## src/rtl/tiu_pkg.sv

```systemverilog
// Shared types and constants for the timer and interrupt unit.
// Depends on nothing; used by tiu_timer and timer_and_interrupt_unit.
package tiu_pkg;

    localparam int unsigned CYCLES_W  = 6;
    localparam int unsigned IRQ_W     = 5;
    localparam int unsigned ADDR_W    = 16;
    localparam int unsigned PERIOD_W  = 11;
    localparam int unsigned COUNT_W   = 8;
    localparam int unsigned CFG_IDX_W = 2;
    localparam int unsigned CFG_DATA_W = 11;

    localparam logic [PERIOD_W-1:0] PERIOD_RESET  = 11'd1024;
    localparam logic [PERIOD_W-1:0] ACCUM_MAX     = 11'd2047;
    localparam logic [COUNT_W-1:0]  COUNT_MAX     = 8'hFF;
    localparam logic [IRQ_W-1:0]    TIMER_REQ     = 5'b00100;
    localparam logic [ADDR_W-1:0]   VECTOR_BASE   = 16'h0040;

    typedef enum logic [CFG_IDX_W-1:0] {
        REG_TIMER_ENABLE   = 2'd0,
        REG_TIMER_PERIOD   = 2'd1,
        REG_TIMER_RELOAD   = 2'd2,
        REG_INTERRUPT_MASK = 2'd3
    } cfg_index_t;

    typedef struct packed {
        logic                enable;
        logic [PERIOD_W-1:0] period;
        logic [COUNT_W-1:0]  reload;
    } timer_cfg_t;

    typedef struct packed {
        logic [COUNT_W-1:0] timer_count;
        logic [COUNT_W-1:0] divider_count;
        logic               overflow;
    } timer_status_t;

endpackage

```

## src/rtl/tiu_timer.sv

```systemverilog
// Timer and divider counters with their cycle accumulators.
// Depends on tiu_pkg; reports the counts after the current step.
module tiu_timer (
    input  logic                          clk,
    input  logic                          rst_n,
    input  logic                          step,
    input  logic [tiu_pkg::CYCLES_W-1:0]  cycles,
    input  tiu_pkg::timer_cfg_t           cfg,
    output tiu_pkg::timer_status_t        status
);
    import tiu_pkg::*;

    logic [PERIOD_W-1:0] timer_accum_reg, timer_accum_next;
    logic [COUNT_W-1:0]  timer_count_reg, timer_count_next;
    logic [COUNT_W-1:0]  divider_accum_reg, divider_accum_next;
    logic [COUNT_W-1:0]  divider_count_reg, divider_count_next;

    logic [PERIOD_W:0]   sum;
    logic [PERIOD_W:0]   remainder;
    logic                hit;
    logic                overflow;
    logic [COUNT_W:0]    div_sum;

    always_comb
    begin
        sum       = {1'b0, timer_accum_reg} + {{(PERIOD_W + 1 - CYCLES_W){1'b0}}, cycles};
        hit       = sum >= {1'b0, cfg.period};
        remainder = hit ? sum - {1'b0, cfg.period} : sum;

        timer_accum_next = timer_accum_reg;
        timer_count_next = timer_count_reg;
        overflow         = 1'b0;
        if (cfg.enable)
        begin
            // saturate the accumulator when the remainder overflows its width
            timer_accum_next = remainder[PERIOD_W] ? ACCUM_MAX : remainder[PERIOD_W-1:0];
            if (hit)
            begin
                if (timer_count_reg == COUNT_MAX)
                begin
                    timer_count_next = cfg.reload;
                    overflow         = 1'b1;
                end
                else
                begin
                    timer_count_next = timer_count_reg + COUNT_W'(1);
                end
            end
        end

        // divider moves once per 256 gathered cycles: carry out of the low byte
        div_sum            = {1'b0, divider_accum_reg} + {{(COUNT_W + 1 - CYCLES_W){1'b0}}, cycles};
        divider_accum_next = div_sum[COUNT_W-1:0];
        divider_count_next = divider_count_reg + {{(COUNT_W - 1){1'b0}}, div_sum[COUNT_W]};
    end

    always_ff @(posedge clk or negedge rst_n)
    begin
        if (!rst_n)
        begin
            timer_accum_reg   <= '0;
            timer_count_reg   <= '0;
            divider_accum_reg <= '0;
            divider_count_reg <= '0;
        end
        else if (step)
        begin
            timer_accum_reg   <= timer_accum_next;
            timer_count_reg   <= timer_count_next;
            divider_accum_reg <= divider_accum_next;
            divider_count_reg <= divider_count_next;
        end
    end

    assign status.timer_count   = timer_count_next;
    assign status.divider_count = divider_count_next;
    assign status.overflow      = overflow;

endmodule

```

## src/rtl/timer_and_interrupt_unit.sv

```systemverilog
// Timer and interrupt unit: one CPU step word in, one result word out.
// Path: a word passes the input register, then the result register, where out_valid rises;
// out_stall can hold it in the input register; the timer and pending state advance per word.
// Throughput: one word per cycle while out_stall is low.
// Reset (rst_n, async low): config to defaults (period 1024), counters, pending and valids clear.
// Depends on tiu_pkg and tiu_timer.
module timer_and_interrupt_unit (
    input  logic                            clk,
    input  logic                            rst_n,
    // configuration write channel
    input  logic                            cfg_valid,
    output logic                            cfg_ready,
    input  logic [tiu_pkg::CFG_IDX_W-1:0]   cfg_index,
    input  logic [tiu_pkg::CFG_DATA_W-1:0]  cfg_data,
    // step input
    input  logic                            in_valid,
    output logic                            in_stall,
    input  logic [tiu_pkg::CYCLES_W-1:0]    elapsed_cycles,
    input  logic [tiu_pkg::IRQ_W-1:0]       external_requests,
    input  logic                            master_enable,
    input  logic [tiu_pkg::ADDR_W-1:0]      program_counter,
    input  logic [tiu_pkg::ADDR_W-1:0]      stack_pointer,
    input  logic                            halted,
    // step result
    output logic                            out_valid,
    input  logic                            out_stall,
    output logic                            take_interrupt,
    output logic [tiu_pkg::ADDR_W-1:0]      new_pc,
    output logic [tiu_pkg::ADDR_W-1:0]      new_sp,
    output logic [tiu_pkg::COUNT_W-1:0]     push_high,
    output logic [tiu_pkg::COUNT_W-1:0]     push_low,
    output logic                            enable_out,
    output logic                            halted_out,
    output logic [tiu_pkg::COUNT_W-1:0]     timer_value,
    output logic [tiu_pkg::COUNT_W-1:0]     divider_value,
    output logic [tiu_pkg::IRQ_W-1:0]       pending_out
);
    import tiu_pkg::*;

    // lowest set request index; bit four is served only when bits zero to three are clear
    function automatic logic [2:0] lowest_index(input logic [IRQ_W-1:0] req);
        logic [2:0] idx;
        if (req[0])      idx = 3'd0;
        else if (req[1]) idx = 3'd1;
        else if (req[2]) idx = 3'd2;
        else if (req[3]) idx = 3'd3;
        else             idx = 3'd4;
        return idx;
    endfunction

    // ---------------- configuration registers ----------------
    timer_cfg_t          timer_cfg_reg;
    logic [IRQ_W-1:0]    interrupt_mask_reg;

    assign cfg_ready = 1'b1;

    always_ff @(posedge clk or negedge rst_n)
    begin
        if (!rst_n)
        begin
            timer_cfg_reg.enable <= 1'b0;
            timer_cfg_reg.period <= PERIOD_RESET;
            timer_cfg_reg.reload <= '0;
            interrupt_mask_reg   <= '0;
        end
        else if (cfg_valid && cfg_ready)
        begin
            case (cfg_index_t'(cfg_index))
                REG_TIMER_ENABLE:   timer_cfg_reg.enable <= cfg_data[0];
                REG_TIMER_PERIOD:   timer_cfg_reg.period <= cfg_data[PERIOD_W-1:0];
                REG_TIMER_RELOAD:   timer_cfg_reg.reload <= cfg_data[COUNT_W-1:0];
                REG_INTERRUPT_MASK: interrupt_mask_reg   <= cfg_data[IRQ_W-1:0];
                default:            ;
            endcase
        end
    end

    // ---------------- handshake control ----------------
    // The result register frees up when empty or when its word is taken this cycle;
    // the input register then advances, so a new word can enter every cycle while out_stall is low.
    logic s1_valid_reg, s1_valid_next;
    logic out_valid_reg, out_valid_next;
    logic advance;
    logic load_s1;
    logic move;

    assign advance  = !out_valid_reg || !out_stall;
    assign in_stall = s1_valid_reg && !advance;
    assign load_s1  = in_valid && !in_stall;
    assign move     = s1_valid_reg && advance;

    always_comb
    begin
        s1_valid_next  = load_s1 || (s1_valid_reg && !move);
        out_valid_next = move || (out_valid_reg && out_stall);
    end

    always_ff @(posedge clk or negedge rst_n)
    begin
        if (!rst_n)
        begin
            s1_valid_reg  <= 1'b0;
            out_valid_reg <= 1'b0;
        end
        else
        begin
            s1_valid_reg  <= s1_valid_next;
            out_valid_reg <= out_valid_next;
        end
    end

    // ---------------- input register ----------------
    logic [CYCLES_W-1:0] s1_cycles_reg;
    logic [IRQ_W-1:0]    s1_ext_reg;
    logic                s1_ime_reg;
    logic [ADDR_W-1:0]   s1_pc_reg;
    logic [ADDR_W-1:0]   s1_sp_reg;
    logic                s1_halt_reg;

    always_ff @(posedge clk)
    begin
        if (load_s1)
        begin
            s1_cycles_reg <= elapsed_cycles;
            s1_ext_reg    <= external_requests;
            s1_ime_reg    <= master_enable;
            s1_pc_reg     <= program_counter;
            s1_sp_reg     <= stack_pointer;
            s1_halt_reg   <= halted;
        end
    end

    // ---------------- timer and divider ----------------
    timer_status_t timer_status;

    tiu_timer u_timer (
        .clk    (clk),
        .rst_n  (rst_n),
        .step   (move),
        .cycles (s1_cycles_reg),
        .cfg    (timer_cfg_reg),
        .status (timer_status)
    );

    // ---------------- interrupt service ----------------
    logic [IRQ_W-1:0]  pending_reg, pending_next;
    logic [IRQ_W-1:0]  pending_merged;
    logic [IRQ_W-1:0]  active;
    logic [2:0]        serve_idx;
    logic              take;
    logic [ADDR_W-1:0] vector;

    always_comb
    begin
        pending_merged = pending_reg | s1_ext_reg | (timer_status.overflow ? TIMER_REQ : '0);
        active         = pending_merged & interrupt_mask_reg;
        take           = (|active) && s1_ime_reg;
        serve_idx      = lowest_index(active);
        vector         = VECTOR_BASE + {{(ADDR_W - 6){1'b0}}, serve_idx, 3'b000};
        // drop the served flag
        pending_next   = take ? pending_merged & ~(IRQ_W'(1) << serve_idx) : pending_merged;
    end

    always_ff @(posedge clk or negedge rst_n)
    begin
        if (!rst_n)
        begin
            pending_reg <= '0;
        end
        else if (move)
        begin
            pending_reg <= pending_next;
        end
    end

    // ---------------- result register ----------------
    logic                take_reg;
    logic [ADDR_W-1:0]   new_pc_reg;
    logic [ADDR_W-1:0]   new_sp_reg;
    logic [COUNT_W-1:0]  push_high_reg;
    logic [COUNT_W-1:0]  push_low_reg;
    logic                enable_reg;
    logic                halted_reg;
    logic [COUNT_W-1:0]  timer_value_reg;
    logic [COUNT_W-1:0]  divider_value_reg;
    logic [IRQ_W-1:0]    pending_out_reg;

    always_ff @(posedge clk)
    begin
        if (move)
        begin
            take_reg          <= take;
            new_pc_reg        <= take ? vector : s1_pc_reg;
            new_sp_reg        <= take ? s1_sp_reg - 16'd2 : s1_sp_reg;
            push_high_reg     <= take ? s1_pc_reg[ADDR_W-1:COUNT_W] : '0;
            push_low_reg      <= take ? s1_pc_reg[COUNT_W-1:0] : '0;
            enable_reg        <= s1_ime_reg && !take;
            // any enabled pending request wakes the core, served or not
            halted_reg        <= s1_halt_reg && !(|active);
            timer_value_reg   <= timer_status.timer_count;
            divider_value_reg <= timer_status.divider_count;
            pending_out_reg   <= pending_next;
        end
    end

    assign out_valid      = out_valid_reg;
    assign take_interrupt = take_reg;
    assign new_pc         = new_pc_reg;
    assign new_sp         = new_sp_reg;
    assign push_high      = push_high_reg;
    assign push_low       = push_low_reg;
    assign enable_out     = enable_reg;
    assign halted_out     = halted_reg;
    assign timer_value    = timer_value_reg;
    assign divider_value  = divider_value_reg;
    assign pending_out    = pending_out_reg;

    // ---------------- assertions ----------------
    a_service_clears_flags: assert property (@(posedge clk) disable iff (!rst_n)
        out_valid_reg && take_reg |-> !enable_reg && !halted_reg)
        else $error("service left master enable or halt set");

    a_vector_range: assert property (@(posedge clk) disable iff (!rst_n)
        out_valid_reg && take_reg |-> new_pc_reg[2:0] == 3'b000 && new_pc_reg >= 16'h0040
                                      && new_pc_reg <= 16'h0060)
        else $error("serviced vector out of range");

    a_no_push_without_service: assert property (@(posedge clk) disable iff (!rst_n)
        out_valid_reg && !take_reg |-> push_high_reg == '0 && push_low_reg == '0)
        else $error("push bytes set without service");

    a_word_moves_on: assert property (@(posedge clk) disable iff (!rst_n)
        s1_valid_reg && !out_valid_reg |=> out_valid_reg)
        else $error("held word did not reach the result register");

endmodule
```

## config.mk

```make
export PLATFORM = sky130hd
export DESIGN_NAME = timer_and_interrupt_unit
export DESIGN_NICKNAME = d
export VERILOG_FILES = /design/src/rtl/tiu_pkg.sv /design/src/rtl/tiu_timer.sv /design/src/rtl/timer_and_interrupt_unit.sv
export SDC_FILE = /design/constraint.sdc
export NUM_CORES = 1
export LEC_CHECK = 0
export BUFFER_PORTS_ARGS = -buffer_cell sky130_fd_sc_hd__buf_4
export CORE_ASPECT_RATIO = 0.7
export CORE_MARGIN = 3
export CORE_UTILIZATION = 45
export DETAILED_ROUTE_END_ITERATION = 8
export GPL_TIMING_DRIVEN = 0
export PLACE_DENSITY = 0.66
export SYNTH_ARGS = -nofsm -noshare
export SYNTH_HDL_FRONTEND = slang
export SYNTH_SLANG_ARGS = --single-unit
export TNS_END_PERCENT = 1
```

## constraint.sdc

```tcl
create_clock -name clk -period 5.1 [get_ports clk]
set_input_delay 0.765 -clock clk [delete_from_list [all_inputs] [get_ports clk]]
set_output_delay 0.765 -clock clk [all_outputs]
set_load 0.01 [all_outputs]
```

Yosys cells after proc, flatten, opt, wreduce, memory -nomap -nowiden --
Cells that the tools add are included.
Word-level totals: input bits 63, output and inout bits 75, register bits after elaboration 184
Cells by class: bitwise operators 5, reductions and logical operators 25, add/sub/neg operators 7, shifts and indexed selects 1, mux-type cells 16, eq/ne operators 4, order comparisons 1
Operator list (number):
- $mux 16 | 2
- $mux 8 | 3
- $sub 16x2->16 const B | 1
- $mux 3 | 5
- $add 11x6->12 | 1
- $ge 12x11->1 | 1
- $mux 12 | 1
- $sub 12x11->12 | 1
- $mux 11 | 1
- $and 5x5->5 | 2
- $reduce_and 2->1 | 5
- $add 8x6->9 | 1
- $add 7x6->8 const A | 1
- $add 8x1->8 | 1
- $add 8x1->8 const B | 1
- $eq 8x8->1 const B | 1
- $logic_and 1x1->1 | 8
- $logic_not 1->1 | 7
- $mux 5 | 1
- $not 5->5 | 1
- $or 5x3->5 | 1
- $or 5x5->5 | 1
- $reduce_or 5->1 | 1
- $shl 1x3->5 const A | 1
- 5 further kinds | 10

Logic depth before layout (Yosys ltp) --
word-level depth 15, mapped depth 19, mapped depth without buffers 18

Hierarchy --
A second synthesis with hierarchy kept.
Unflattened totals: cell total of the unflattened synthesis 649, area, all modules 8450.6 sq um
Modules (own cells, without submodules):
- timer_and_interrupt_unit | cells each 309, sequential area each 4315.4 sq um, instances 1, area each 5477.8 sq um
- tiu_timer | cells each 340, sequential area each 875.8 sq um, instances 1, area each 2972.9 sq um

Worst setup path after synthesis --
No wires, ideal clock.
path type register to register, start reg s1_cycles_reg[0], end reg new_pc_reg[5] (netlist: new_pc[5]), data pin, data required time 4840 ps, period minus slack after synthesis 4294 ps, arrival time 4034 ps, stages on the path, launching flop included 20, path buffers 1, setup slack 806 ps, cell sequence edfxtp_1 > ha_1 > inv_1 > fa_1 > nor2b_1 > o21ai_0 > a21boi_0 > nor2_1 > o311a_1 > or2_2 > ha_1 > and2_1 > nand2_1 > o32a_1 > o21a_4 > a22oi_4 > o21ai_4 > inv_2 > buf_6 > mux2_4
On the way: word-level cells in the longest chain between the ends 12
RTL lines:
- start, declared | RTL line timer_and_interrupt_unit.sv:113 | logic [CYCLES_W-1:0] s1_cycles_reg;
- start signal, assigned | RTL line timer_and_interrupt_unit.sv:124 | s1_cycles_reg <= elapsed_cycles;
- $add 11x6->12 * | RTL line tiu_timer.sv:26 | sum = {1'b0, timer_accum_reg} + {{(PERIOD_W + 1 - CYCLES_W){1'b0}}, cycles};
- $ge 12x11->1 * | RTL line tiu_timer.sv:27 | hit = sum >= {1'b0, cfg.period};
- $mux 1 * | RTL line tiu_timer.sv:37 | if (hit)
- $mux 1 * | RTL line tiu_timer.sv:33 | if (cfg.enable)
- $mux 3 * | RTL line timer_and_interrupt_unit.sv:155 | pending_merged = pending_reg | s1_ext_reg | (timer_status.overflow ? TIMER_REQ : '0);
- $or 5x3->5 * | RTL line timer_and_interrupt_unit.sv:155
- $and 5x5->5 * | RTL line timer_and_interrupt_unit.sv:156 | active = pending_merged & interrupt_mask_reg;
- $mux 3 | RTL line timer_and_interrupt_unit.sv:45 | else if (req[2]) idx = 3'd2;
- $mux 3 | RTL line timer_and_interrupt_unit.sv:44 | else if (req[1]) idx = 3'd1;
- $mux 3 | RTL line timer_and_interrupt_unit.sv:43 | if (req[0]) idx = 3'd0;
- $add 7x6->8 | RTL line timer_and_interrupt_unit.sv:159 | vector = VECTOR_BASE + {{(ADDR_W - 6){1'b0}}, serve_idx, 3'b000};
- $mux 16 * | RTL line timer_and_interrupt_unit.sv:193 | new_pc_reg <= take ? vector : s1_pc_reg;
- end signal, assigned | RTL line timer_and_interrupt_unit.sv:193
- end, declared | RTL line timer_and_interrupt_unit.sv:178 | logic [ADDR_W-1:0] new_pc_reg;
Mark *: on every way between the ends. The rest lies on a longest branch, timed or not. A chain may end at the register's enable or synchronous reset.

Final worst setup path --
Ends and elaborated chain as after synthesis.

==> results_dict.tcl <==
set metrics [dict create \
    status "finished, final reports clean" \
    layout.nets 948 \
    multi_input_area_sq_um 3193 \
    antenna_found_initial 0 \
    syn_avg_cell_area_sq_um 12.33 \
    first_iter_violations 495 \
    fin_cells 1104 \
    track_usage_pct 19.45 \
    final.min_clock_period_ns 4.778 \
    avgViaCountPerCell 5.417 \
    netSwitchingFraction_pct 37.17 \
    peakVddDrop_v 0.0002513 \
    rsz0062_at_grt "false" \
    cts_tree "built" \
    min_path_type "flip-flop to flip-flop" \
    filler_cell_count 1516 \
    die_h_um 121.7 \
    cts-root-buf "clkbuf_16" \
    start_kind "flip-flop" \
    cp.required_ns 5.28 \
    cts_resized 0 \
    postCtsSetupBuffers 0 \
    drv_cap 0 \
    critPathSlowestCell "fa_1" \
    power_frac_seq_pct 36.5 \
    crit_top_cell "ha_1" \
    worstSkewPairLatency_ns 0.43 \
    ys_types 64 \
    finalCritPeriodShare_pct 93.68 \
    synth_top_area_cell "edfxtp_1" \
    cts_buffer_depth 2 \
    critical_path_class "flip-flop to flip-flop" \
    ys.flop_type "edfxtp_1" \
    io-pin-count 138 \
    dp_hpwl_um 14230 \
    syn_area_sq_um 8603 \
    max_stage_delay_ns 0.41 \
    hold_violations 0 \
    tightest_slew_ns 0.9218 \
    clk_pin_slew_worst_paths_ns 0.07 \
    cts.sinks 184 \
    htree_levels 4 \
    synth_edf_count 117 \
    cpLargestDelayFamily "compound AO/OA/AOI/OAI gates" \
    grt_max_degree 68 \
    syn2layout_area_growth_pct 22.82 \
    placed_cells 1072 \
    yosysTopAreaCellShare_pct 40.84 \
    grt_overflow 0 \
    worst-path-buf-inv 3 \
    die_area_sq_um 20840 \
    n_antenna_cell 0 \
    finClkSkew_ns 0.01164 \
    finalSetupViolCount 0 \
    end_kind "flip-flop" \
    vias 5980 \
    core-area_sq_um 18370 \
    wirelength_um 19710 \
    grt_pass1_wl_um 31430 \
    port_buffers 136 \
    grt_pass1_vias 5899 \
    regArea_sq_um 5191 \
    place.gp.congestion 0.8615 \
    postCtsHoldBufs 0 \
    cts_buffers 17 \
    crit_arrival_ns 4.96 \
    p_int_mw 3.461 \
    synth.net_count 791 \
    synth_seq_cells 184 \
    dr.pass1.iters 6 \
    final_layout_size_suffix_gt1_share_pct 26.15 \
    timing.fmax_mhz 209.3 \
    postRouteAntennaNets 0 \
    finalMaxSlewViolations 0 \
    synth_async_sr_flop_share_pct 36.41 \
    p_comb_share_pct 39.8 \
    ys_warn_count 0 \
    post_drt_wl_per_cell_um 17.85 \
    tns_ns 0 \
    clock_power_share_pct 23.7 \
    worst_hold_slack_ns 0.4222 \
    synthCells 698 \
    path_cells "ha_1 > inv_1 > fa_1 > nor2b_1 > o21ai_0 > a21boi_2 > nor2_1 > o311a_1 > or2_2 > ha_1 > and2_1 > nand2_1 > o32a_1 > o21a_4 > a22oi_4 > o21ai_4 > inv_2 > buf_6 > mux2_4" \
    rows 41 \
    worstPathMaxFanout 10 \
    netSwitchingPower_mw 2.047 \
    leakage_nw 4.359 \
    start_util_pct 46.85 \
    fp.dieW_um 171.3 \
    largest_register_ff_count 20 \
    relSlewSlack_pct 38.55 \
    power.density_nw_per_um2 521.3 \
    synthTopCellsByArea "edfxtp_1, dfrtp_1, ha_1" \
    drc_errors 0 \
    seq_area_frac_synth_pct 60.34 \
]
==> power by group through the flow <==
| stage | combinational [mW] | clock [mW] | sequential, mW |
|---|---|---|---|
| floorplan | 1.53 | 0 | 2.03 |
| global placement | 2.10 | 0 | 2.04 |
| detailed placement | 2.15 | 0 | 2.04 |
| CTS | 2.18 | 1.34 | 2.01 |
| global route | 2.44 | 1.40 | 2.04 |
| finish | 2.19 | 1.31 | 2.01 |
==> per-layer routing <==
metal  share of wire [%]  global-route usage (%)  vias to the layer above
li1                    -                       -                     2858
met2                  44                   28.24                      184
met3                 5.3                   4.282                       36
met1                  49                   29.62                     2902
met4                 1.6                   5.276                        0
met5                   0                       0                        -
==> stage by stage <==
| step | total power [mW] | area (sq um) | utilization [%] | setup slack, ns |
|---|---|---|---|---|
| 5_1_grt | 5.885 | 10570 | 57.54 | 0.07755 |
| 2_1_floorplan | 3.563 | 8603 | - | 0.8060 |
| 3_3_place_gp | 4.132 | 9920 | 54.01 | -0.3356 |
| 6_report | 5.508 | 10570 | 57.54 | 0.3221 |
| 4_1_cts | 5.526 | 10560 | 57.47 | 0.09012 |
| 3_5_place_dp | 4.194 | 9972 | 54.30 | 0.1533 |
==> cell usage in the layout, fill, tap and decap left out, types with 3 or more instances in the layout <==
cell type	n
a211oi_1	5
a211oi_2	3
a21o_1	5
a21oi_1	34
a31oi_1	11
a32oi_1	5
a41oi_1	6
and2_1	35
and3_1	5
buf_4	139
clkbuf_1	11
clkbuf_16	17
clkinv_4	3
dfrtp_1	66
edfxtp_1	117
fa_1	3
ha_1	27
inv_1	35
inv_8	6
mux2_2	29
mux2i_1	5
nand2_1	63
nand2b_1	8
nand3_1	14
nor2_1	44
nor2b_1	4
nor3_1	6
nor3b_1	3
nor4_1	3
o2111ai_1	5
o211ai_1	12
o21ai_0	33
o31ai_1	3
or2_2	6
or3_1	3
xnor2_1	31
xor2_1	14
==> Yosys cell counts, types with 8 or more instances <==
cell type,instances
and2_1,36
inv_1,35
nand2b_1,8
nand2_1,63
a31oi_1,11
ha_1,27
xnor2_1,31
nand3_1,14
o21ai_0,34
dfrtp_1,66
edfxtp_1,117
xor2_1,14
clkbuf_1,12
mux2_2,29
o211ai_1,12
nor2_1,44
a21oi_1,34
==> layout make-up <==
| cell class | count | area share, % |
|---|---|---|
| multi-input cells | 458 | 30.22 |
| plain buffers | 20 | 0.9473 |
| clock inverters | 15 | 1.492 |
| well taps | 236 | 2.795 |
| flip-flops and latches | 184 | 49.13 |
| inverters | 36 | 1.279 |
| repair buffers | 138 | 10.11 |
| clock buffers | 17 | 4.026 |
==> final timing paths <==
check,start,end,slack (ns),cells after the start
worst max-delay path,s1_cycles_reg[0]$_DFFE_PP_,new_pc[5]$_DFFE_PP_,0.32,19
worst min-delay path,s1_sp_reg[0]$_DFFE_PP_,new_sp[0]$_DFFE_PP_,0.42,0
worst max register to register,s1_cycles_reg[0]$_DFFE_PP_,new_pc[5]$_DFFE_PP_,0.32,19
worst min register to register,s1_sp_reg[0]$_DFFE_PP_,new_sp[0]$_DFFE_PP_,0.42,0
max in group asynchronous,rst_n,pending_reg[1]$_DFFE_PN0P_,4.03,1
min in group asynchronous,rst_n,u_timer.timer_accum_reg[10]$_DFFE_PN0P_,0.43,1
==> logic make-up (layout without fill, tap and decap cells) <==
kind of cell,count (synthesis),count (layout),share of synthesized area [%]
muxes,35,35,4.552
DFF,184,184,60.34
and+or+nand+nor,205,205,11.85
buffers and inverters,56,226,2.690
AOI/OAI and AO/OA,142,142,11.31
adders and majority gates,30,30,4.625
other,1,1,0.04359
xor gates and xnor gates,45,45,4.581
Note: power is estimated with default switching activity, not from simulation.
